File: src/rtl/mma_pkg.sv
// Package for the moving average core: widths, defaults and control structs.
`timescale 1ns / 1ps
package mma_pkg;

    localparam int CHANNELS_DEF        = 4;
    localparam int MAX_WINDOW_LOG2_DEF = 6;

    localparam int CHAN_W   = 2;
    localparam int SAMPLE_W = 16;
    localparam int WIN_W    = 3;

    // Commands from the controller to the datapath
    typedef struct packed {
        logic clear_step;   // write zero at the clearing pointer and advance it
        logic load;         // capture the input transaction
        logic write;        // store the sample and advance the write position
        logic clr_acc;      // zero the accumulator and the read index
        logic rd_issue;     // read the next window entry
        logic out_load;     // load the output register
    } mma_cmd_t;

    // Status from the datapath to the controller
    typedef struct packed {
        logic clear_last;   // clearing pointer is at the last entry
        logic rd_last;      // read index is at the last window entry
        logic bypass;       // captured transaction passes straight through
    } mma_status_t;

endpackage

File: src/rtl/mma_datapath.sv
// Datapath: sample memory, write positions, accumulator and output register.
`timescale 1ns / 1ps
module mma_datapath #(
    parameter int CHANNELS        = mma_pkg::CHANNELS_DEF,
    parameter int MAX_WINDOW_LOG2 = mma_pkg::MAX_WINDOW_LOG2_DEF
) (
    input  logic                          clk,
    input  logic                          rst_n,
    input  logic [mma_pkg::CHAN_W-1:0]    channel,
    input  logic [mma_pkg::SAMPLE_W-1:0]  sample,
    input  logic [mma_pkg::WIN_W-1:0]     window_log2,
    input  mma_pkg::mma_cmd_t             cmd,
    output mma_pkg::mma_status_t          status,
    output logic [mma_pkg::SAMPLE_W-1:0]  average
);
    import mma_pkg::*;

    localparam int DEPTH     = 1 << MAX_WINDOW_LOG2;
    localparam int CH_W      = (CHANNELS > 1) ? $clog2(CHANNELS) : 1;
    localparam int ADDR_W    = CH_W + MAX_WINDOW_LOG2;
    localparam int MEM_DEPTH = CHANNELS * DEPTH;
    localparam int SZ_W      = $clog2(MAX_WINDOW_LOG2 + 1);
    localparam int LEN_W     = MAX_WINDOW_LOG2 + 1;
    localparam int SUM_W     = SAMPLE_W + MAX_WINDOW_LOG2;

    // Captured transaction
    logic [CHAN_W-1:0]   ch_reg;
    logic [SAMPLE_W-1:0] sample_reg;
    logic [SZ_W-1:0]     size_reg;
    logic                bypass_reg;
    logic [SZ_W-1:0]     size_next;
    logic                bypass_next;

    // Sample memory and per-channel write positions
    logic [SAMPLE_W-1:0]        mem [MEM_DEPTH];
    logic [MAX_WINDOW_LOG2-1:0] wpos_reg [CHANNELS];
    logic [ADDR_W-1:0]          clr_cnt_reg;
    logic [MAX_WINDOW_LOG2-1:0] rd_idx_reg;
    logic [SAMPLE_W-1:0]        rd_data_reg;
    logic                       acc_en_reg;
    logic [SUM_W-1:0]           acc_reg;
    logic [SAMPLE_W-1:0]        average_reg;

    logic [CH_W-1:0]            ch_idx;
    logic [LEN_W-1:0]           win_len;
    logic [LEN_W-1:0]           win_last;
    logic [MAX_WINDOW_LOG2-1:0] pos_cur;
    logic [LEN_W-1:0]           pos_inc;
    logic [MAX_WINDOW_LOG2-1:0] pos_wrap;
    logic                       mem_we;
    logic [ADDR_W-1:0]          mem_wa;
    logic [SAMPLE_W-1:0]        mem_wd;
    logic [ADDR_W-1:0]          rd_addr;
    logic [SUM_W-1:0]           shifted;
    logic [SAMPLE_W-1:0]        result_val;

    // Window size saturation and bypass decode on the incoming transaction
    always_comb
    begin
        if (32'(window_log2) > MAX_WINDOW_LOG2)
        begin
            size_next = SZ_W'(MAX_WINDOW_LOG2);
        end
        else
        begin
            size_next = SZ_W'(window_log2);
        end
        bypass_next = (window_log2 == '0) || (32'(channel) >= CHANNELS);
    end

    always_ff @(posedge clk)
    begin
        if (cmd.load)
        begin
            ch_reg     <= channel;
            sample_reg <= sample;
            size_reg   <= size_next;
            bypass_reg <= bypass_next;
        end
    end

    // Window length and the wrapped next write position
    assign ch_idx   = CH_W'(ch_reg);
    assign win_len  = LEN_W'(1) << size_reg;
    assign win_last = win_len - LEN_W'(1);
    assign pos_cur  = wpos_reg[ch_idx];
    assign pos_inc  = {1'b0, pos_cur} + LEN_W'(1);
    assign pos_wrap = (pos_inc >= win_len) ? '0 : pos_inc[MAX_WINDOW_LOG2-1:0];

    always_ff @(posedge clk or negedge rst_n)
    begin
        if (!rst_n)
        begin
            for (int i = 0; i < CHANNELS; i++)
            begin
                wpos_reg[i] <= '0;
            end
        end
        else if (cmd.write)
        begin
            wpos_reg[ch_idx] <= pos_wrap;
        end
    end

    // Clearing pointer and window read index
    always_ff @(posedge clk or negedge rst_n)
    begin
        if (!rst_n)
        begin
            clr_cnt_reg <= '0;
            rd_idx_reg  <= '0;
            acc_en_reg  <= 1'b0;
        end
        else
        begin
            if (cmd.clear_step)
            begin
                clr_cnt_reg <= clr_cnt_reg + ADDR_W'(1);
            end
            if (cmd.clr_acc)
            begin
                rd_idx_reg <= '0;
            end
            else if (cmd.rd_issue)
            begin
                rd_idx_reg <= rd_idx_reg + MAX_WINDOW_LOG2'(1);
            end
            acc_en_reg <= cmd.rd_issue;
        end
    end

    // Single write port, single registered read port
    assign mem_we  = cmd.clear_step | cmd.write;
    assign mem_wa  = cmd.clear_step ? clr_cnt_reg : {ch_idx, pos_cur};
    assign mem_wd  = cmd.clear_step ? '0 : sample_reg;
    assign rd_addr = {ch_idx, rd_idx_reg};

    always_ff @(posedge clk)
    begin
        if (mem_we)
        begin
            mem[mem_wa] <= mem_wd;
        end
        if (cmd.rd_issue)
        begin
            rd_data_reg <= mem[rd_addr];
        end
    end

    // Accumulate one entry per cycle, in the cycle after its read
    always_ff @(posedge clk)
    begin
        if (cmd.clr_acc)
        begin
            acc_reg <= '0;
        end
        else if (acc_en_reg)
        begin
            acc_reg <= acc_reg + SUM_W'(rd_data_reg);
        end
    end

    // Truncating mean, or the raw sample on bypass
    assign shifted    = acc_reg >> size_reg;
    assign result_val = bypass_reg ? sample_reg : shifted[SAMPLE_W-1:0];

    always_ff @(posedge clk)
    begin
        if (cmd.out_load)
        begin
            average_reg <= result_val;
        end
    end

    assign average           = average_reg;
    assign status.clear_last = (clr_cnt_reg == ADDR_W'(MEM_DEPTH - 1));
    assign status.rd_last    = (rd_idx_reg == win_last[MAX_WINDOW_LOG2-1:0]);
    assign status.bypass     = bypass_reg;

endmodule

File: src/rtl/mma_ctrl.sv
// Controller: memory clearing, per-transaction sequencing and output valid.
`timescale 1ns / 1ps
module mma_ctrl (
    input  logic                 clk,
    input  logic                 rst_n,
    input  logic                 item_valid,
    output logic                 item_stall,
    output logic                 result_valid,
    input  logic                 result_stall,
    input  mma_pkg::mma_status_t status,
    output mma_pkg::mma_cmd_t    cmd
);
    import mma_pkg::*;

    typedef enum logic [2:0] {
        ST_CLEAR,
        ST_IDLE,
        ST_WRITE,
        ST_READ,
        ST_DRAIN,
        ST_DONE
    } state_t;

    state_t state_reg;
    state_t state_next;
    logic   out_valid_reg;
    logic   out_valid_next;

    // Next state and commands
    always_comb
    begin
        state_next = state_reg;
        cmd        = '0;
        unique case (state_reg)
            ST_CLEAR:
            begin
                cmd.clear_step = 1'b1;
                if (status.clear_last)
                begin
                    state_next = ST_IDLE;
                end
            end
            ST_IDLE:
            begin
                if (item_valid)
                begin
                    cmd.load   = 1'b1;
                    state_next = ST_WRITE;
                end
            end
            ST_WRITE:
            begin
                cmd.clr_acc = 1'b1;
                cmd.write   = !status.bypass;
                state_next  = status.bypass ? ST_DONE : ST_READ;
            end
            ST_READ:
            begin
                cmd.rd_issue = 1'b1;
                if (status.rd_last)
                begin
                    state_next = ST_DRAIN;
                end
            end
            ST_DRAIN:
            begin
                state_next = ST_DONE;
            end
            ST_DONE:
            begin
                if (!out_valid_reg || !result_stall)
                begin
                    cmd.out_load = 1'b1;
                    state_next   = ST_IDLE;
                end
            end
            default:
            begin
                state_next = ST_IDLE;
            end
        endcase
    end

    // Output valid: set on load, held while stalled
    always_comb
    begin
        if (cmd.out_load)
        begin
            out_valid_next = 1'b1;
        end
        else
        begin
            out_valid_next = out_valid_reg && result_stall;
        end
    end

    always_ff @(posedge clk or negedge rst_n)
    begin
        if (!rst_n)
        begin
            state_reg     <= ST_CLEAR;
            out_valid_reg <= 1'b0;
        end
        else
        begin
            state_reg     <= state_next;
            out_valid_reg <= out_valid_next;
        end
    end

    assign item_stall   = (state_reg != ST_IDLE);
    assign result_valid = out_valid_reg;

endmodule

File: src/rtl/multichannel_moving_average_core.sv
// Input is accepted only in the idle state; each transaction is captured and, unless
// bypassed, written and its window summed one entry per cycle through the single memory
// read port; the output register loads the result once the previous one is taken.
// Reset: asynchronous, active low; afterwards the sample memory is cleared one entry a
// cycle, all CHANNELS * 2^MAX_WINDOW_LOG2 entries (256 by default), with input stalled.
`timescale 1ns / 1ps
module multichannel_moving_average_core #(
    parameter int CHANNELS        = mma_pkg::CHANNELS_DEF,
    parameter int MAX_WINDOW_LOG2 = mma_pkg::MAX_WINDOW_LOG2_DEF
) (
    input  logic                          clk,
    input  logic                          rst_n,
    input  logic                          item_valid,
    output logic                          item_stall,
    input  logic [mma_pkg::CHAN_W-1:0]    channel,
    input  logic [mma_pkg::SAMPLE_W-1:0]  sample,
    input  logic [mma_pkg::WIN_W-1:0]     window_log2,
    output logic                          result_valid,
    input  logic                          result_stall,
    output logic [mma_pkg::SAMPLE_W-1:0]  average
);
    import mma_pkg::*;

    mma_cmd_t    cmd;
    mma_status_t status;

    // Sequencer
    mma_ctrl u_ctrl (
        .clk          (clk),
        .rst_n        (rst_n),
        .item_valid   (item_valid),
        .item_stall   (item_stall),
        .result_valid (result_valid),
        .result_stall (result_stall),
        .status       (status),
        .cmd          (cmd)
    );

    // Storage and arithmetic
    mma_datapath #(
        .CHANNELS        (CHANNELS),
        .MAX_WINDOW_LOG2 (MAX_WINDOW_LOG2)
    ) u_datapath (
        .clk         (clk),
        .rst_n       (rst_n),
        .channel     (channel),
        .sample      (sample),
        .window_log2 (window_log2),
        .cmd         (cmd),
        .status      (status),
        .average     (average)
    );

endmodule

File: config.mk
export PLATFORM = sky130hd
export DESIGN_NAME = multichannel_moving_average_core
export DESIGN_NICKNAME = d
export VERILOG_FILES = /design/src/rtl/mma_pkg.sv /design/src/rtl/mma_datapath.sv /design/src/rtl/mma_ctrl.sv /design/src/rtl/multichannel_moving_average_core.sv
export SDC_FILE = /design/constraint.sdc
export NUM_CORES = 2
export LEC_CHECK = 0
export BUFFER_PORTS_ARGS = -buffer_cell sky130_fd_sc_hd__buf_2
export CELL_PAD_IN_SITES_DETAIL_PLACEMENT = 2
export CELL_PAD_IN_SITES_GLOBAL_PLACEMENT = 2
export CORE_MARGIN = 2
export CORE_UTILIZATION = 30
export DETAILED_ROUTE_END_ITERATION = 6
export PLACE_DENSITY_LB_ADDON = 0.1
export RECOVER_POWER = 50
export SLEW_MARGIN = 20
export SYNTH_ARGS = -nofsm -noshare
export SYNTH_HDL_FRONTEND = slang
export SYNTH_SLANG_ARGS = --single-unit
File: constraint.sdc
create_clock -name clk -period 26 [get_ports clk]
set_input_delay 1.3 -clock clk [delete_from_list [all_inputs] [get_ports clk]]
set_output_delay 1.3 -clock clk [all_outputs]
set_load 0.01 [all_outputs]
## Word-level counts from Yosys, hierarchy flattened

Memories as Yosys holds them, arrays and structs flattened. A register that Yosys moved wholly into a read port is not among the register bits.
Index checks and enable logic that the tools add are counted.

| storage, ports and cells | value |
|---|---|
| bits in latches | 0 |
| bits in writable memories | 4096 |
| register bits | 103 |
| word-level logic and storage cells | 79 |
| memories kept | 1 |
| ROM bits | 0 |

| operators by class | value |
|---|---|
| shift-type cells | 2 |
| multiplexer cells | 28 |
| multipliers | 0 |
| reduce and logical (&&, ||, !) cells | 10 |
| div/mod/pow operators | 0 |
| bitwise logic cells | 2 |
| eq/ne operators | 12 |
| $add $sub $neg | 5 |
| order comparisons | 4 |

Memories:

| memory | words | width | rd ports | clocked after memory_dff | wr ports | RTL line | text |
|---|---|---|---|---|---|---|---|
| u_datapath.mem | 256 | 16 | 1 | 1 | 1 | mma_datapath.sv:35 | `logic [SAMPLE_W-1:0] mem [MEM_DEPTH];` |

Operators by type and width:

| kind | number |
|---|---|
| $mux 6 | 6 |
| $mux 16 | 2 |
| $bwmux 24 | 1 |
| $add 22x16->22 | 1 |
| $shr 22x3->16 | 1 |
| $pmux 3 s6 | 1 |
| $mux 3 | 5 |
| $bmux 6 s2 | 1 |
| $demux 6 s2 | 1 |
| $mux 1 | 9 |
| $add 8x1->8 const B | 1 |
| $eq 8x8->1 const B | 1 |
| $mux 8 | 1 |
| $add 6x1->7 const B | 1 |
| $ge 7x7->1 | 1 |
| $shl 1x3->7 const A | 1 |
| $add 6x1->6 const B | 1 |
| $eq 3x2->1 const B | 2 |
| $eq 3x3->1 const B | 2 |
| $eq 6x6->1 | 1 |
| $logic_not 3->1 | 2 |
| $ne 2x2->1 const B | 3 |
| $sub 6x1->6 const B | 1 |
| $reduce_and 4->1 | 1 |
| other kinds (13) | 16 |

## Longest topological paths before layout

| depth | value |
|---|---|
| depth in word-level cells | 8 |
| gate-level depth with buffers | 14 |
| mapped depth without buffers | 10 |

## Hierarchy

A second synthesis with hierarchy kept.

| second synthesis, totals | value |
|---|---|
| cell total of the unflattened synthesis | 7704 |
| area, all modules | 163864.7 µm² |

Modules (own cells, without submodules):

| module | area an instance (µm²) | cells an instance | instances |
|---|---|---|---|
| mma_datapath | 163590.6 | 7673 | 1 |
| mma_ctrl | 274.0 | 31 | 1 |

## Least setup slack after synthesis

OpenSTA, ideal clock, no wires.

| timing | value |
|---|---|
| kind | reg2reg |
| start | register u_ctrl.state_reg[0] |
| end | memory u_datapath.mem[0][12], data pin |
| data arrival time | 6978 ps |
| path slack | 17629 ps |
| period minus slack after synthesis | 8371 ps |
| data required time | 24607 ps |
| cell stages (with the launch flop) | 6 |
| cells stage by stage | dfrtp_1 -> clkbuf_1 -> nor3_1 -> clkbuf_1 -> clkbuf_1 -> nor2_1 |

| between the ends | value |
|---|---|
| longest elaborated chain between the ends | 3 |

RTL lines:

| item | RTL line | text |
|---|---|---|
| start, declared | mma_ctrl.sv:24 | `state_t state_reg;` |
| start signal, assigned | mma_ctrl.sv:106 | `state_reg <= state_next;` |
| $logic_not 3->1 | mma_ctrl.sv:34 | `unique case (state_reg)` |
| $mux 1 | mma_ctrl.sv:34 |  |
| $mux 16 | mma_datapath.sv:135 | `assign mem_wd = cmd.clear_step ? '0 : sample_reg;` |
| via u_datapath.mem_wd[12] | mma_datapath.sv:52 | `logic [SAMPLE_W-1:0] mem_wd;` |
| end, declared | mma_datapath.sv:35 |  |

The timed path passes the listed nets, and every way through them passes these cells.

## Worst setup path in the final report

| timing | value |
|---|---|
| start | register u_ctrl.state_reg[0] |
| end | memory u_datapath.mem[39][7], data pin |

Same word-level chain as after synthesis.

==> out/qor.yml <==
status: "complete, but fails checks"
violations: "capacitance limit, slew limit"
dpl.cell_count: 15100
antenna_found_initial: 51
fin_crit_sh_pct: 43.2
maxCapViolCount: 101
final_area_sq_um: 191000
cts_tree: "yes"
num-fill-cells: 52400
ys_seq_area_share_pct: 76.9
yosys_warnings: 0
crit_required_ns: 26.34
clkTransAtPathRegs_ns: 0.06
ctsResizeCount: 0
ys_ff_latch: 4215
io_pins: 43
start_kind: "flop"
worst_r2r_endpoint: "u_datapath.mem[39][7]"
r2r_setup_slack_ns: 14.77
die_area_sq_um: 553000
drt_iter0_markers: 8505
critPathCapture: "u_datapath.mem[39][7]"
route.vias.total: 84800
synthesis.area_sq_um: 164000
finalMaxSlewViolations: 4355
floorplan.initialDensity_pct: 30.1
first_global_vias: 90300
cpMostUsedCell: "clkbuf_1"
synthTopCellsByArea: "edfxtp_1, mux4_2, mux2i_1, nor2_1, a22oi_1"
slowest_stage: "clkbuf_1"
fin_cells: 16000
place_congestion: 0.783
fin_skew_ns: 0.100
portBuffers: 42
drive_gt1_share_pct: 26.2
hp-class: "input pin to flop"
h-tree-depth: 5
synth_cells: 7792
path_class: "flop to flop"
postCtsSetupRepairBufs: 0
whs_ns: 0.440
numCtsBuffers: 479
dp_worst_setup_slack_ns: 19.28
antenna_left: 0
avgSynthCellArea_sq_um: 21.1
setup-tns-final_ns: 0
insertion_delay_ns: 1.10
route.detailed.drc: 0
place_area_sq_um: 176000
yosys.area.top_type: "edfxtp_1"
synth.top_cell.area_share_pct: 75.9
num_rows: 271
finalCriticalPeriod_ns: 11.23
crit_start: "u_ctrl.state_reg[0]"
r2r_cells: 7
slew_headroom_pct: -234
core-area_sq_um: 545000
final_nets: 8384
routed_wl_microns: 605000
grt_pass1_wl_microns: 817000
fmax_ghz: 0.0890
cts.sinks: 4215
grt-ovfl-total: 0
finalSetupViolations: 0
grt_max_degree: 99
fp.dieW_microns: 744
async_flop_share_pct: 1.02
cp_cell_sequence: "or3_1 -> clkbuf_1 -> and2_0 -> clkbuf_1 -> clkbuf_1 -> clkbuf_1 -> clkbuf_1"
cp_slowest_stage_delay_ns: 2.45
synth_cell_types: 82
largest_reg_flops: 4096
dp_hpwl_microns: 368000
r2r_start: "u_ctrl.state_reg[0]"
yosys_most_used_dff: "edfxtp_1"
power.leakage_nw: 58.8
vias_per_cell: 5.30
root_buffer: "clkbuf_16"
worst_slack_ns: 14.77
hold_buffers: 0
area_growth_pct: 16.4
first_pass_iters: 6
die_y_microns: 744
arrival_ns: 11.57
grt_setup_unrepaired: "no"
track_usage_pct: 21.5
wl_per_cell_microns: 37.8
tightest_slew_ns: 5.01
worstSetupEndpointType: "flop"
p_per_area_nw_per_um2: 117
worstPathMaxFanout: 65
synth-edff-count: 4150
cts_buffer_depth: 4
hold_violations: 0
synth_fp_nets: 7845
ir_drop_uv: 76.6
## Yosys cell counts, drive strengths merged (26+ instances only)
| library cell | instances |
|---|---|
| a221oi | 54 |
| nor3 | 26 |
| mux2i | 408 |
| o22ai | 76 |
| ha | 27 |
| o21ai | 118 |
| nand2 | 292 |
| buf | 259 |
| mux4 | 919 |
| clkbuf | 197 |
| edfxtp | 4150 |
| a22oi | 146 |
| a21oi | 158 |
| a31oi | 27 |
| nand3 | 71 |
| a211oi | 78 |
| o221ai | 49 |
| dfrtp | 43 |
| nor2 | 359 |
## final cells by class
class                   count  area (sq um)  area share [%]
flip-flops and latches   4215        126000            66.1
multi-input cells        3105         36300            19.0
clock buffers             593         12600            6.61
well taps                7234          9050            4.74
repair buffers            514          3560            1.87
clock inverters           296          3110            1.63
diodes                     33          82.6          0.0432
inverters                  16          75.1          0.0393
## cells by family after synthesis
family,synth area share (%)
DFF,76.9
muxes,15.2
and+or+nand+nor,2.27
AOI/OAI and AO/OA,3.53
buffers and inverters,1.77
adders and majority gates,0.218
xor gates and xnor gates,0.139
## report_power, final
group | internal, W | switching (W)
clock | 0.00398 | 0.00287
sequential | 0.00849 | 0.000156
combinational | 0.00200 | 0.00486
## worst max-delay path: cells and delay by family (launching register included)
kind | cells | cell delay, ns
buf+inv | 5 | 8.53
flops | 1 | 0.67
simple gates | 2 | 1.15
## how the worst min path moves through the flow
stage                            startpoint                  endpoint  slack (ns)  depth (start not counted)
floorplan           u_datapath.wpos_reg[10]   u_datapath.wpos_reg[10]        0.44                          2
global placement     u_datapath.wpos_reg[3]    u_datapath.wpos_reg[3]        0.46                          2
CTS                                   rst_n       u_ctrl.result_valid        0.30                          2
detailed placement   u_datapath.wpos_reg[4]    u_datapath.wpos_reg[4]        0.48                          2
finish                            sample[1]  u_datapath.sample_reg[1]        0.44                          1
global route                      sample[1]  u_datapath.sample_reg[1]        0.38                          1
## routing by layer
layer	vias to the layer above	routed length [microns]	part of all wire, %	GRT usage, %
li1	33900	-	-	-
met1	47900	272000	45	30.4
met2	2290	287000	47	35.1
met3	684	29800	4.9	3.11
met4	12	15600	2.6	5.11
met5	-	74	0.012	0
## layout by cell type, fill, tap and decap left out, types with 54 or more instances in the layout
cell / instances
a211oi_1: 72
clkbuf_16: 483
nor2_1: 172
nor2_4: 73
a21oi_1: 149
o21ai_0: 86
edfxtp_1: 4150
mux2i_1: 404
a22oi_1: 145
buf_4: 347
bufinv_16: 55
nand3_1: 54
o22ai_1: 75
clkbuf_1: 223
clkinv_1: 107
clkinv_2: 99
nor2_2: 114
mux4_2: 919
nand2_1: 286
## stage by stage
step           power [W]  util (%)
6_report          0.0224      35.1
5_1_grt           0.0231      35.0
4_1_cts           0.0226      35.1
3_5_place_dp      0.0157      32.2
3_3_place_gp      0.0155      32.2
2_1_floorplan     0.0124         -
(Power assumes the default switching activity.)
